`config.mk`:
```
export PLATFORM = sky130hd
export DESIGN_NAME = inplace_heat_stencil_sweep
export DESIGN_NICKNAME = d
export VERILOG_FILES = /design/src/rtl/hss_pkg.sv /design/src/rtl/hss_line_cell.sv /design/src/rtl/hss_seq.sv /design/src/rtl/inplace_heat_stencil_sweep.sv
export SDC_FILE = /design/constraint.sdc
export NUM_CORES = 1
export LEC_CHECK = 0
export BUFFER_PORTS_ARGS = -buffer_cell sky130_fd_sc_hd__buf_2
export CAP_MARGIN = 5
export CORE_UTILIZATION = 59
export DETAILED_ROUTE_END_ITERATION = 7
export PLACE_DENSITY = 0.72
export SLEW_MARGIN = 30
export SYNTH_ARGS = -nofsm -noshare
export SYNTH_HDL_FRONTEND = slang
export SYNTH_SLANG_ARGS = --single-unit
```
`constraint.sdc`:
```
create_clock -name clk -period 27.5 [get_ports clk]
set_input_delay 5.5 -clock clk [delete_from_list [all_inputs] [get_ports clk]]
set_output_delay 5.5 -clock clk [all_outputs]
set_load 0.005 [all_outputs]
```
`src/rtl/hss_pkg.sv`:
```
// ----------------------------------------------------------------------------
// hss_pkg
// Grid geometry, datapath widths and control types shared by the stencil
// sweep modules.
// ----------------------------------------------------------------------------
`default_nettype none

package hss_pkg;

	// grid geometry
	localparam int ROWS = 10;
	localparam int COLS = 20;

	// counter widths
	localparam int ROW_W   = $clog2(ROWS);
	localparam int COL_W   = $clog2(COLS);
	localparam int FLUSH_W = $clog2(COLS + 2);

	// line lengths: raw window and swept history
	localparam int RAW_LEN = COLS + 1;
	localparam int UPD_LEN = COLS + 1;

	// datapath
	localparam int DATA_W   = 16;
	localparam int SUM6_W   = 19;  // 2*X + four raw neighbors
	localparam int SUM_W    = 20;  // plus three swept neighbors from the row above
	localparam int PROD_W   = 34;  // scaled sum with rounding
	localparam int KPROD_W  = 29;  // swept left neighbor times the scale
	localparam int SCALE_SH = 16;
	localparam int MUL_K    = 6554;   // 0.1 in Q0.16
	localparam int ROUND_K  = 32768;  // one half in Q0.16

	localparam logic [DATA_W-1:0] DATA_MAX = '1;

	// per-cell control from the sequencer
	typedef struct packed {
		logic shift;      // raw line moves one place
		logic issue;      // a cell enters the datapath
		logic border;     // cell lies on the grid border
		logic cell_last;  // final cell of the grid
		logic run_last;   // last result caused by the current input beat
	} issue_t;

endpackage

`default_nettype wire

```
`src/rtl/hss_line_cell.sv`:
```
// ----------------------------------------------------------------------------
// hss_line_cell
// One sample slot of a shift line: takes its neighbor's sample when the line
// moves and holds it otherwise.
// ----------------------------------------------------------------------------
`default_nettype none

module hss_line_cell (
	input  wire logic                         clk,
	input  wire logic                         shift,
	input  wire logic [hss_pkg::DATA_W-1:0]   d,
	output logic      [hss_pkg::DATA_W-1:0]   q
);

	logic [hss_pkg::DATA_W-1:0] data_q;

	// slot storage
	always_ff @(posedge clk) begin
		if (shift) begin
			data_q <= d;
		end
	end

	assign q = data_q;

endmodule

`default_nettype wire

```
`src/rtl/hss_seq.sv`:
```
// ----------------------------------------------------------------------------
// hss_seq
// Input and cell position counters, start-of-frame fill and end-of-frame
// flush control for the stencil sweep.
// ----------------------------------------------------------------------------
`default_nettype none

module hss_seq (
	input  wire logic       clk,
	input  wire logic       arst_n,
	input  wire logic       in_valid,
	input  wire logic       en,
	output logic            in_ready,
	output hss_pkg::issue_t ctl
);

	logic [hss_pkg::ROW_W-1:0]   row_q;
	logic [hss_pkg::COL_W-1:0]   col_q;
	logic [hss_pkg::ROW_W-1:0]   crow_q;
	logic [hss_pkg::COL_W-1:0]   ccol_q;
	logic [hss_pkg::FLUSH_W-1:0] flush_q;

	logic flushing;
	logic accept;
	logic flush_step;
	logic in_last;
	logic past_fill;
	logic cell_last;

	// handshake and cell issue
	always_comb begin
		flushing   = (flush_q != '0);
		in_ready   = en && !flushing;
		accept     = in_valid && in_ready;
		flush_step = flushing && en;
		in_last    = (row_q == hss_pkg::ROW_W'(hss_pkg::ROWS - 1)) &&
		             (col_q == hss_pkg::COL_W'(hss_pkg::COLS - 1));
		// first COLS+1 beats of a frame only fill the window
		past_fill  = (row_q > hss_pkg::ROW_W'(1)) ||
		             ((row_q == hss_pkg::ROW_W'(1)) && (col_q != '0));
		cell_last  = (crow_q == hss_pkg::ROW_W'(hss_pkg::ROWS - 1)) &&
		             (ccol_q == hss_pkg::COL_W'(hss_pkg::COLS - 1));

		ctl.shift     = accept || flush_step;
		ctl.issue     = (accept && past_fill) || flush_step;
		ctl.cell_last = cell_last;
		ctl.border    = (crow_q == '0) || (ccol_q == '0) ||
		                (crow_q == hss_pkg::ROW_W'(hss_pkg::ROWS - 1)) ||
		                (ccol_q == hss_pkg::COL_W'(hss_pkg::COLS - 1));
		ctl.run_last  = cell_last || (accept && !in_last);
	end

	// input position and flush count
	always_ff @(posedge clk or negedge arst_n) begin
		if (!arst_n) begin
			row_q   <= '0;
			col_q   <= '0;
			flush_q <= '0;
		end else begin
			if (accept) begin
				if (in_last) begin
					row_q   <= '0;
					col_q   <= '0;
					flush_q <= hss_pkg::FLUSH_W'(hss_pkg::COLS + 1);
				end else if (col_q == hss_pkg::COL_W'(hss_pkg::COLS - 1)) begin
					col_q <= '0;
					row_q <= row_q + hss_pkg::ROW_W'(1);
				end else begin
					col_q <= col_q + hss_pkg::COL_W'(1);
				end
			end else if (flush_step) begin
				flush_q <= flush_q - hss_pkg::FLUSH_W'(1);
			end
		end
	end

	// position of the cell entering the datapath
	always_ff @(posedge clk or negedge arst_n) begin
		if (!arst_n) begin
			crow_q <= '0;
			ccol_q <= '0;
		end else if (ctl.issue) begin
			if (cell_last) begin
				crow_q <= '0;
				ccol_q <= '0;
			end else if (ccol_q == hss_pkg::COL_W'(hss_pkg::COLS - 1)) begin
				ccol_q <= '0;
				crow_q <= crow_q + hss_pkg::ROW_W'(1);
			end else begin
				ccol_q <= ccol_q + hss_pkg::COL_W'(1);
			end
		end
	end

endmodule

`default_nettype wire

```
`src/rtl/inplace_heat_stencil_sweep.sv`:
```
// ----------------------------------------------------------------------------
// inplace_heat_stencil_sweep
// One in-place 3x3 Gauss-Seidel heat sweep over a raster stream of Q8.8
// temperatures; border cells pass, interior cells take 0.1 of the weighted
// neighborhood sum using the already swept upper row and left neighbor.
// ----------------------------------------------------------------------------
//  channel  signals                              beat
//  in       in_valid in_ready temp_in            one grid sample, raster order
//  out      out_valid out_ready temp_out         one swept sample, raster order
//           frame_end run_last
//
//  Input beats are taken one per cycle while in_ready is high; a result passes
//  the stage 1, stage 2 and output registers after the beat that completes its
//  window, i.e. COLS+1 beats behind its own sample. After the final beat of a
//  frame a flush issues the last COLS+1 cells with in_ready low.
//  The loop through the swept left neighbor closes in the last stage.
//  The whole pipeline holds while a result waits on out_ready.
//  Reset clears counters and valid flags; line contents need none.
// ----------------------------------------------------------------------------
`default_nettype none

module inplace_heat_stencil_sweep (
	input  wire logic                         clk,
	input  wire logic                         arst_n,
	input  wire logic                         in_valid,
	output logic                              in_ready,
	input  wire logic [hss_pkg::DATA_W-1:0]   temp_in,
	output logic                              out_valid,
	input  wire logic                         out_ready,
	output logic      [hss_pkg::DATA_W-1:0]   temp_out,
	output logic                              frame_end,
	output logic                              run_last
);

	hss_pkg::issue_t ctl;
	logic            en;

	logic [hss_pkg::DATA_W-1:0] raw_q [hss_pkg::RAW_LEN];
	logic [hss_pkg::DATA_W-1:0] upd_q [hss_pkg::UPD_LEN];

	// stage 1: raw part of the sum
	logic                        valid_s1;
	logic [hss_pkg::SUM6_W-1:0]  sum_s1;
	logic [hss_pkg::DATA_W-1:0]  raw_s1;
	logic                        border_s1;
	logic                        last_s1;
	logic                        runl_s1;

	// stage 2: scaled sum without the left neighbor
	logic                        valid_s2;
	logic [hss_pkg::PROD_W-1:0]  prod_s2;
	logic [hss_pkg::DATA_W-1:0]  raw_s2;
	logic                        border_s2;
	logic                        last_s2;
	logic                        runl_s2;

	// output register
	logic                        out_valid_q;
	logic [hss_pkg::DATA_W-1:0]  temp_out_q;
	logic                        frame_end_q;
	logic                        run_last_q;

	logic [hss_pkg::SUM6_W-1:0]  sum_a;
	logic [hss_pkg::DATA_W-1:0]  u_ul;
	logic [hss_pkg::DATA_W-1:0]  u_up;
	logic [hss_pkg::DATA_W-1:0]  u_ur;
	logic [hss_pkg::SUM_W-1:0]   sum_b;
	logic [hss_pkg::PROD_W-1:0]  prod_b;
	logic [hss_pkg::KPROD_W-1:0] left_k;
	logic [hss_pkg::PROD_W-1:0]  tot_c;
	logic [hss_pkg::PROD_W-hss_pkg::SCALE_SH-1:0] scaled_c;
	logic [hss_pkg::DATA_W-1:0]  v_c;

	// pipeline moves whenever the output register can take a beat
	assign en = !out_valid_q || out_ready;

	hss_seq u_seq (
		.clk      (clk),
		.arst_n   (arst_n),
		.in_valid (in_valid),
		.en       (en),
		.in_ready (in_ready),
		.ctl      (ctl)
	);

	// raw window: raw_q[0] newest, raw_q[RAW_LEN-1] is the issuing cell
	for (genvar gi = 0; gi < hss_pkg::RAW_LEN; gi++) begin : g_raw
		if (gi == 0) begin : g_head
			hss_line_cell u_cell (
				.clk   (clk),
				.shift (ctl.shift),
				.d     (temp_in),
				.q     (raw_q[gi])
			);
		end else begin : g_tail
			hss_line_cell u_cell (
				.clk   (clk),
				.shift (ctl.shift),
				.d     (raw_q[gi-1]),
				.q     (raw_q[gi])
			);
		end
	end

	// swept history: upd_q[0] is the last result produced
	for (genvar gi = 0; gi < hss_pkg::UPD_LEN; gi++) begin : g_upd
		if (gi == 0) begin : g_head
			hss_line_cell u_cell (
				.clk   (clk),
				.shift (valid_s2 && en),
				.d     (v_c),
				.q     (upd_q[gi])
			);
		end else begin : g_tail
			hss_line_cell u_cell (
				.clk   (clk),
				.shift (valid_s2 && en),
				.d     (upd_q[gi-1]),
				.q     (upd_q[gi])
			);
		end
	end

	// stage A: twice the center plus right, lower-left, lower, lower-right
	always_comb begin
		sum_a = (hss_pkg::SUM6_W'(raw_q[hss_pkg::COLS]) << 1)
		      + hss_pkg::SUM6_W'(raw_q[hss_pkg::COLS-1])
		      + hss_pkg::SUM6_W'(raw_q[1])
		      + hss_pkg::SUM6_W'(raw_q[0])
		      + hss_pkg::SUM6_W'(temp_in);
	end

	always_ff @(posedge clk or negedge arst_n) begin
		if (!arst_n) begin
			valid_s1 <= 1'b0;
		end else if (en) begin
			valid_s1 <= ctl.issue;
		end
	end

	always_ff @(posedge clk) begin
		if (en && ctl.issue) begin
			sum_s1    <= sum_a;
			raw_s1    <= raw_q[hss_pkg::COLS];
			border_s1 <= ctl.border;
			last_s1   <= ctl.cell_last;
			runl_s1   <= ctl.run_last;
		end
	end

	// stage B: upper row taps; the newest swept value is one cell further
	// back when the previous cell still sits in stage 2
	always_comb begin
		u_ul = valid_s2 ? upd_q[hss_pkg::COLS-1] : upd_q[hss_pkg::COLS];
		u_up = valid_s2 ? upd_q[hss_pkg::COLS-2] : upd_q[hss_pkg::COLS-1];
		u_ur = valid_s2 ? upd_q[hss_pkg::COLS-3] : upd_q[hss_pkg::COLS-2];
		sum_b = hss_pkg::SUM_W'(sum_s1)
		      + hss_pkg::SUM_W'(u_ul)
		      + hss_pkg::SUM_W'(u_up)
		      + hss_pkg::SUM_W'(u_ur);
		prod_b = hss_pkg::PROD_W'(sum_b) * hss_pkg::PROD_W'(hss_pkg::MUL_K)
		       + hss_pkg::PROD_W'(hss_pkg::ROUND_K);
	end

	always_ff @(posedge clk or negedge arst_n) begin
		if (!arst_n) begin
			valid_s2 <= 1'b0;
		end else if (en) begin
			valid_s2 <= valid_s1;
		end
	end

	always_ff @(posedge clk) begin
		if (en && valid_s1) begin
			prod_s2   <= prod_b;
			raw_s2    <= raw_s1;
			border_s2 <= border_s1;
			last_s2   <= last_s1;
			runl_s2   <= runl_s1;
		end
	end

	// stage C: add the swept left neighbor, scale down and saturate
	always_comb begin
		left_k   = hss_pkg::KPROD_W'(upd_q[0]) * hss_pkg::KPROD_W'(hss_pkg::MUL_K);
		tot_c    = prod_s2 + hss_pkg::PROD_W'(left_k);
		scaled_c = tot_c[hss_pkg::PROD_W-1:hss_pkg::SCALE_SH];
		if (border_s2) begin
			v_c = raw_s2;
		end else if (scaled_c > (hss_pkg::PROD_W - hss_pkg::SCALE_SH)'(hss_pkg::DATA_MAX)) begin
			v_c = hss_pkg::DATA_MAX;
		end else begin
			v_c = scaled_c[hss_pkg::DATA_W-1:0];
		end
	end

	// output register
	always_ff @(posedge clk or negedge arst_n) begin
		if (!arst_n) begin
			out_valid_q <= 1'b0;
		end else if (en) begin
			out_valid_q <= valid_s2;
		end
	end

	always_ff @(posedge clk) begin
		if (en && valid_s2) begin
			temp_out_q  <= v_c;
			frame_end_q <= last_s2;
			run_last_q  <= runl_s2;
		end
	end

	assign out_valid = out_valid_q;
	assign temp_out  = temp_out_q;
	assign frame_end = frame_end_q;
	assign run_last  = run_last_q;

endmodule

`default_nettype wire

```
==> impl_metrics.py, run 1 <==
metrics = {
    "run_status": {
        "status": "finished, final reports clean",
    },
    "place": {
        "dp_worst_setup_slack_ns": 15.84,
        "dpl.hpwl_um": 43970,
        "port_buffers": 39,
        "place_congestion": 0.8410,
    },
    "drt": {
        "wirelength_um": 65450,
        "ant_nets": 0,
        "top_layer": "met4",
        "met3WireLength_um": 2130,
        "drt_pass1_iterations": 5,
        "drt_iter0_markers": 1202,
        "wl_met1_um": 29500,
        "drc_errors": 0,
        "wl_met2_um": 32100,
        "avgRoutedWirePerCell_um": 19.18,
        "via_per_inst": 5.458,
        "vias": 18630,
    },
    "global_routing": {
        "grt_pass1_wl_um": 107300,
        "antenna_found_initial": 0,
        "first_global_vias": 19740,
        "gr-total-overflow": 0,
        "track_usage_pct": 21.12,
        "grt_max_degree": 206,
    },
    "synth": {
        "async_reset_ff_share_pct": 3.291,
        "synth_top_area_share_pct": 60.42,
        "yosys-top-cells-count": "edfxtp_1, inv_1, ha_1",
        "synth_cells": 2386,
        "synth_edf_count": 764,
        "synthTopCellsByArea": "edfxtp_1, fa_1, ha_1, inv_1, dfrtp_1",
        "yosysTopAreaCell": "edfxtp_1",
        "synthFlopType": "edfxtp_1",
        "seq_area_frac_synth_pct": 62.13,
        "synth_area_per_cell_um2": 15.92,
        "yosys_register_bits": 790,
        "synth_cell_types": 93,
        "syn_area_mm2": 0.03797,
        "synth_fp_nets": 2923,
        "synth.most_common_cell": "edfxtp_1",
        "ys_warn_count": 0,
    },
    "critical_path": {
        "start_kind": "primary input",
        "path_class": "primary input to output port",
        "critPathMaxFanout": 5,
        "cp-end-kind": "output port",
        "crit_required_ns": 22.00,
        "worstPathArrival_ns": 6.17,
    },
    "die": {
        "core-area_mm2": 0.06331,
        "dieArea_mm2": 0.06538,
        "num_io_pins": 40,
        "start_util_pct": 59.98,
        "row_count": 92,
        "die_x_um": 255.7,
        "fp.dieH_um": 255.7,
    },
    "sta": {
        "tightest_slew_ns": 0.9521,
        "fmax_mhz": 85.68,
        "fin_skew_ns": 0.04217,
        "period_share_pct": 42.44,
        "rsz0062_at_grt": "no",
        "hold_slack_ns": 0.4085,
        "hold_viol": 0,
        "setup_tns_ns": 0,
        "setup_viol": 0,
        "fin_crit_ns": 11.67,
        "relSlewSlack_pct": 36.52,
        "fin_ws_ns": 15.83,
        "slew_viol_final": 0,
    },
    "cts": {
        "worstSkewPairLatency_ns": 0.65,
        "clk_pin_slew_worst_paths_ns": 0.06,
        "post-cts-setup-buffers": 0,
        "cts_buffer_depth": 3,
        "clkSinkCount": 790,
        "numCtsBuffers": 82,
        "hold_buffers": 0,
        "post_cts_resized": 0,
        "htree_num_levels": 3,
        "cts_root_buf": "clkbuf_16",
        "tritoncts": "built",
    },
    "cells_and_area": {
        "syn_to_final_growth_pct": 10.82,
        "drive_above_1_share_pct": 8.726,
        "fin_nets": 3039,
        "n_antenna_cell": 0,
    },
    "flow_run": {
        "cap_viol_max_count": 0,
    },
    "worst_hold_path": {
        "min_path_type": "register to register",
    },
}
## layout by cell type, fill, tap and decap left out, types with 10 or more instances in the layout
| cell type | n |
|---|---|
| bufinv_16 | 10 |
| o211ai_1 | 16 |
| and3_1 | 13 |
| fa_1 | 212 |
| mux2i_1 | 42 |
| nand2b_1 | 15 |
| o21a_1 | 20 |
| clkbuf_16 | 82 |
| o21ai_0 | 42 |
| a21oi_1 | 66 |
| inv_1 | 328 |
| nand3_1 | 26 |
| nor2_1 | 56 |
| a21o_1 | 42 |
| clkinv_1 | 11 |
| clkbuf_1 | 17 |
| xnor2_1 | 72 |
| xor2_1 | 39 |
| edfxtp_1 | 764 |
| ha_1 | 305 |
| nand2_1 | 79 |
| dfrtp_1 | 25 |
| buf_2 | 39 |
| nor3_1 | 24 |
| mux2_2 | 10 |
| clkinv_2 | 10 |
## layout make-up
cell class / instances / area (um^2)
clock buffers: 100 / 2130
flip-flops and latches: 790 / 23590
well taps: 846 / 1059
fillers: 4312 / 21230
inverters: 329 / 1235
multi-input cells: 1251 / 13100
clock inverters: 49 / 648.1
repair buffers: 48 / 315.3
## kinds of logic after synthesis
family,count (synthesis),share of synthesized area [%]
flops,790,62.13
fa+ha+maj,517,21.23
buf+inv,345,3.427
compound gates,284,5.262
simple gates,283,3.822
xor+xnor,115,2.731
mux,52,1.404
## worst max-delay path: stages
cell	delay, ns
buf_2	0.08
nand2b_1	0.17
nand3_1	0.12
nor2_1	0.16
buf_2	0.14
## per-layer routing
metal	global-route usage, %	vias to the layer above
li1	-	8832
met2	34.65	289
met4	6.271	0
met5	0	-
met1	29.58	9397
met3	3.110	111
## final timing paths
kind | from | end | slack, ns | depth (start not counted)
worst max-delay path | out_ready | in_ready | 15.83 | 5
worst min register to register | g_raw[18].g_tail.u_cell.q[12] | g_raw[19].g_tail.u_cell.q[12] | 0.41 | 0
max in group asynchronous | arst_n | valid_s2 | 22.21 | 1
worst max register to register | valid_s2 | prod_s2[29] | 17.42 | 34
min in group asynchronous | arst_n | u_seq.flush_q[3] | 4.86 | 1
worst min-delay path | g_raw[18].g_tail.u_cell.q[12] | g_raw[19].g_tail.u_cell.q[12] | 0.41 | 0
## registers in the layout, summed over array words and instances (netlist names), 16 cells and up
| name | count |
|---|---|
| prod_s2 | 33 |
| temp_out | 16 |
| raw_s2 | 16 |
| raw_s1 | 16 |
| g_raw.g_tail.u_cell.q | 320 |
| sum_s1 | 19 |
| g_upd.g_tail.u_cell.q | 320 |
| g_raw.g_head.u_cell.q | 16 |
## stage by stage
stage	util, %	instances	cell area (um^2)
final	66.47	3413	42080
after CTS	66.42	3412	42050
after global routing	66.47	3413	42080
after floorplan	-	2386	37970
after detailed placement	62.03	3263	39270
after global placement	62.03	3263	39270
Power of run 1 is left out: the tool's default activity adds up to more than one toggle a clock period on the data nets, which glitch-free logic cannot reach.
==> inputs of run 2 (changes only) <==
- CORE_UTILIZATION: 59 -> 57
- PLACE_DENSITY: 0.72 -> 0.73
- clock period: 27.5 -> 9.8 ns (I/O delays scaled with it)
==> impl_metrics.py, run 2 (same netlist as run 1, synthesis figures left out) <==
metrics = {
    "place": {
        "place_congestion": 0.8389,
        "port_buffers": 39,
        "dpl.hpwl_um": 45010,
    },
    "cts": {
        "cts_root_buf": "clkbuf_16",
        "clk_pin_slew_worst_paths_ns": 0.06,
        "clkSinkCount": 790,
        "numCtsBuffers": 80,
        "cts_buffer_depth": 3,
        "worstSkewPairLatency_ns": 0.63,
        "post_cts_resized": 0,
        "hold_buffers": 0,
        "htree_num_levels": 3,
        "post-cts-setup-buffers": 0,
        "tritoncts": "built",
    },
    "global_routing": {
        "grt_max_degree": 194,
        "antenna_found_initial": 1,
        "first_global_vias": 19630,
        "grt_pass1_wl_um": 105600,
        "gr-total-overflow": 0,
        "track_usage_pct": 20.28,
    },
    "critical_path": {
        "cp-end-kind": "register",
        "reg2reg_slack_ns": 0.68,
        "cpMaxStageDelayCell": "dfrtp_2",
        "critPathMaxStageDelay_ns": 0.56,
        "reg2regPathDepth": 31,
        "crit_required_ns": 10.17,
        "worstPathArrival_ns": 9.49,
        "critPathMaxFanout": 22,
        "r2r-start": "valid_s2",
        "start_kind": "register",
        "reg2reg_to": "prod_s2[32]",
        "cp-startpoint": "valid_s2",
        "path_class": "register to register",
    },
    "sta": {
        "slew_viol_final": 0,
        "period_share_pct": 93.09,
        "setup_tns_ns": 0,
        "hold_viol": 0,
        "rsz0062_at_grt": "no",
        "tightest_slew_ns": 1.037,
        "setup_viol": 0,
        "fin_skew_ns": 0.03528,
        "fmax_mhz": 109.6,
        "fin_crit_ns": 9.123,
        "relSlewSlack_pct": 30.85,
    },
    "worst_hold_path": {
        "hold_end": "g_raw[9].g_tail.u_cell.q[6]",
        "hold_path_startpoint": "g_raw[8].g_tail.u_cell.q[6]",
        "worstHoldPathCells": 0,
        "min_path_type": "register to register",
    },
    "cells_and_area": {
        "n_antenna_cell": 0,
        "final_common_cell": "edfxtp_1",
        "fin_nets": 3041,
        "multi_input_area_mm2": 0.01312,
        "seqCellArea_mm2": 0.02359,
        "syn_to_final_growth_pct": 10.51,
        "mostFrequentLayoutCells": "edfxtp_1, inv_1, ha_1, fa_1, clkbuf_16",
        "fillers": 4590,
        "drive_above_1_share_pct": 8.499,
    },
    "die": {
        "dieArea_mm2": 0.06766,
        "die_x_um": 260.1,
        "row_count": 94,
        "fp.dieH_um": 260.1,
        "num_io_pins": 40,
        "core-area_mm2": 0.06586,
        "start_util_pct": 57.66,
    },
    "flow_run": {
        "cap_viol_max_count": 0,
    },
    "drt": {
        "drt_pass1_iterations": 7,
        "drc_errors": 0,
        "avgRoutedWirePerCell_um": 18.93,
        "vias": 18620,
        "ant_nets": 0,
        "wirelength_um": 64900,
        "via_per_inst": 5.430,
        "drt_iter0_markers": 1151,
    },
    "run_status": {
        "status": "finished, final reports clean",
    },
}
run 2: cell count changes in the layout (fill, tap and decap cells not counted), moves of 2 or more:
| cell | delta |
|---|---|
| clkinv_1 | +6 |
| bufinv_16 | -3 |
| clkinv_4 | -2 |
| inv_6 | -4 |
| clkinv_8 | +2 |
| buf_4 | +4 |
| clkinv_16 | -2 |
run 2: worst max-delay path, delay by kind of cell (launching register included):
family                     cells  cell delay, ns
DFF                            1            0.56
adders and majority gates      9            3.99
xor gates and xnor gates       2            0.67
buffers and inverters          6            0.53
AOI/OAI and AO/OA              6            1.35
muxes                          1            0.28
and+or+nand+nor                7            1.48
run 2: worst max-delay path by stage:
stage | to | cells after the start
CTS | prod_s2[32] | 33
detailed placement | prod_s2[32] | 33
floorplan | prod_s2[32] | 37
global placement | prod_s2[29] | 33
global route | prod_s2[32] | 33
finish | prod_s2[32] | 31
run 2: routing by layer:
layer,up-vias,global-route usage [%],share of wire [%]
li1,8831,-,-
met1,9361,28.22,46
met2,320,33.07,48
met3,106,3.207,3.4
met4,0,6.303,2.8
met5,-,0,0
run 2: through the flow:
stage               hold slack [ns]  cell area [um^2]  utilization, %  instances  worst slack (ns)
floorplan                    0.4003             37980               -       2386            0.9248
global placement             0.4008             39330           59.72       3285            0.7703
detailed placement           0.4045             39330           59.72       3285            0.5462
CTS                          0.4047             41920           63.65       3428            0.5149
global route                 0.4072             41960           63.71       3429           0.08279
finish                       0.4119             41960           63.71       3429            0.6771
run 2: cell type report:
cell class	count	area share, %
Clock buffer	97	4.973
Sequential cell	790	56.22
Timing Repair Buffer	52	0.8229
Multi-Input combinational cell	1251	31.26
Tap cell	864	2.576
Inverter	329	2.943
Clock inverter	46	1.199
Power of run 2 is left out for the same reason.
==> inputs of run 3 (changes only) <==
- CORE_UTILIZATION: 57 -> 25
- PLACE_DENSITY: 0.73 -> 0.37
==> impl_metrics.py, run 3 (same netlist as run 1, synthesis figures left out) <==
metrics = {
    "run_status": {
        "status": "finished, final reports clean",
    },
    "sta": {
        "slew_viol_final": 0,
        "setup_viol": 0,
        "fmax_mhz": 107.5,
        "fin_skew_ns": 0.03426,
        "rsz0062_at_grt": "no",
        "period_share_pct": 94.91,
        "setup_tns_ns": 0,
        "fin_crit_ns": 9.301,
        "hold_viol": 0,
        "tightest_slew_ns": 0.9043,
        "relSlewSlack_pct": 39.31,
    },
    "global_routing": {
        "gr-total-overflow": 0,
        "grt_busiest_layer": "met2",
        "track_usage_pct": 9.936,
        "use_met1_pct": 13.51,
        "use_met3_pct": 1.833,
        "antenna_found_initial": 6,
        "grt_max_degree": 190,
        "first_global_vias": 20390,
        "grtUsageMet2_pct": 15.63,
        "grt_pass1_wl_um": 118000,
    },
    "cts": {
        "worstSkewPairLatency_ns": 0.68,
        "clkSinkCount": 790,
        "clk_pin_slew_worst_paths_ns": 0.06,
        "htree_num_levels": 3,
        "numCtsBuffers": 87,
        "cts_root_buf": "clkbuf_16",
        "tritoncts": "built",
        "cts_buffer_depth": 3,
        "hold_buffers": 0,
    },
    "worst_hold_path": {
        "worstHoldPathCells": 0,
        "hold_end": "g_raw[8].g_tail.u_cell.q[10]",
        "hold_path_startpoint": "g_raw[7].g_tail.u_cell.q[10]",
        "min_path_type": "register to register",
    },
    "critical_path": {
        "reg2reg_slack_ns": 0.50,
        "crit_required_ns": 10.21,
        "critPathMaxFanout": 22,
        "cpMaxStageDelayCell": "xor2_1",
        "critPathMaxStageDelay_ns": 0.57,
        "cp-end-kind": "register",
        "start_kind": "register",
        "path_class": "register to register",
        "reg2regPathDepth": 32,
        "worstPathArrival_ns": 9.71,
        "r2r-start": "valid_s2",
        "cp-startpoint": "valid_s2",
        "reg2reg_to": "prod_s2[32]",
    },
    "cells_and_area": {
        "final_common_cell": "edfxtp_1",
        "multi_input_area_mm2": 0.01313,
        "syn_to_final_growth_pct": 14.99,
        "mostFrequentLayoutCells": "edfxtp_1, inv_1, ha_1, fa_1, clkbuf_16",
        "drive_above_1_share_pct": 9.632,
        "fin_nets": 3056,
        "seqCellArea_mm2": 0.02360,
        "fillers": 15110,
    },
    "die": {
        "core-area_mm2": 0.1503,
        "die_x_um": 391.7,
        "num_io_pins": 40,
        "dieArea_mm2": 0.1535,
        "row_count": 142,
        "start_util_pct": 25.26,
        "fp.dieH_um": 391.7,
    },
    "drt": {
        "ant_nets": 0,
        "drt_iter0_markers": 988,
        "drt_pass1_iterations": 4,
        "via_per_inst": 4.066,
        "drc_errors": 0,
        "vias": 18710,
        "wirelength_um": 73020,
        "avgRoutedWirePerCell_um": 15.86,
    },
    "place": {
        "dpl.hpwl_um": 51330,
        "port_buffers": 39,
        "place_congestion": 0.7739,
    },
    "flow_run": {
        "cap_viol_max_count": 0,
    },
}
==> run 3: cell count changes in the layout (fill, tap and decap cells not counted), sizes merged <==
cell	before	now
diode	0	2
bufinv	7	6
clkinv	33	37
clkinvlp	5	8
buf	52	60
clkbuf	97	101
inv	330	332
==> run 3: stage by stage <==
step	hold slack, ns	setup WS (ns)	std cells	cell area, um^2	util, %
after floorplan	0.4003	0.9248	2386	37980	-
after global placement	0.4018	0.4821	4443	40810	27.15
after detailed placement	0.4045	0.3711	4443	40810	27.15
after CTS	0.4003	0.3562	4598	43570	28.99
after global routing	0.4010	0.009584	4601	43660	29.05
final	0.4039	0.4988	4603	43670	29.05
==> run 3: how the worst max path moves through the flow <==
stage / end / slack [ns]
CTS: prod_s2[29] / 0.36
finish: prod_s2[32] / 0.50
global placement: prod_s2[29] / 0.48
detailed placement: prod_s2[29] / 0.37
floorplan: prod_s2[32] / 0.92
global route: prod_s2[31] / 0.01
==> run 3: layout make-up <==
cell class / count / share of cell area [%]
well taps: 2016 / 5.777
flip-flops and latches: 790 / 54.04
clock buffers: 101 / 5.204
diodes: 2 / 0.01146
multi-input cells: 1251 / 30.07
repair buffers: 60 / 0.9456
inverters: 329 / 2.828
clock inverters: 54 / 1.123
==> run 3: routing by layer <==
layer	vias up	part of all wire, %
li1	8879	-
met5	-	0
met4	0	3.1
met2	221	47
met1	9493	47
met3	121	2.9
==> run 3: what timing repair did <==
| action | 4_1_cts | 5_1_grt |
|---|---|---|
| buffers inserted | 0 | 1 |
| setup endpoints to repair | 0 | 3 |
| resized for setup | 0 | 5 |
==> run 3: worst max-delay path, delay by kind of cell (launching register included) <==
kind	cells	cell delay, ns
flip-flops	1	0.55
AO/OA/AOI/OAI	8	1.77
adder cells (fa/ha/maj)	9	4.01
buffers and inverters	6	0.51
XOR/XNOR	3	0.85
AND/OR/NAND/NOR	5	1.06
multiplexers	1	0.27
Power of run 3 is left out for the same reason.
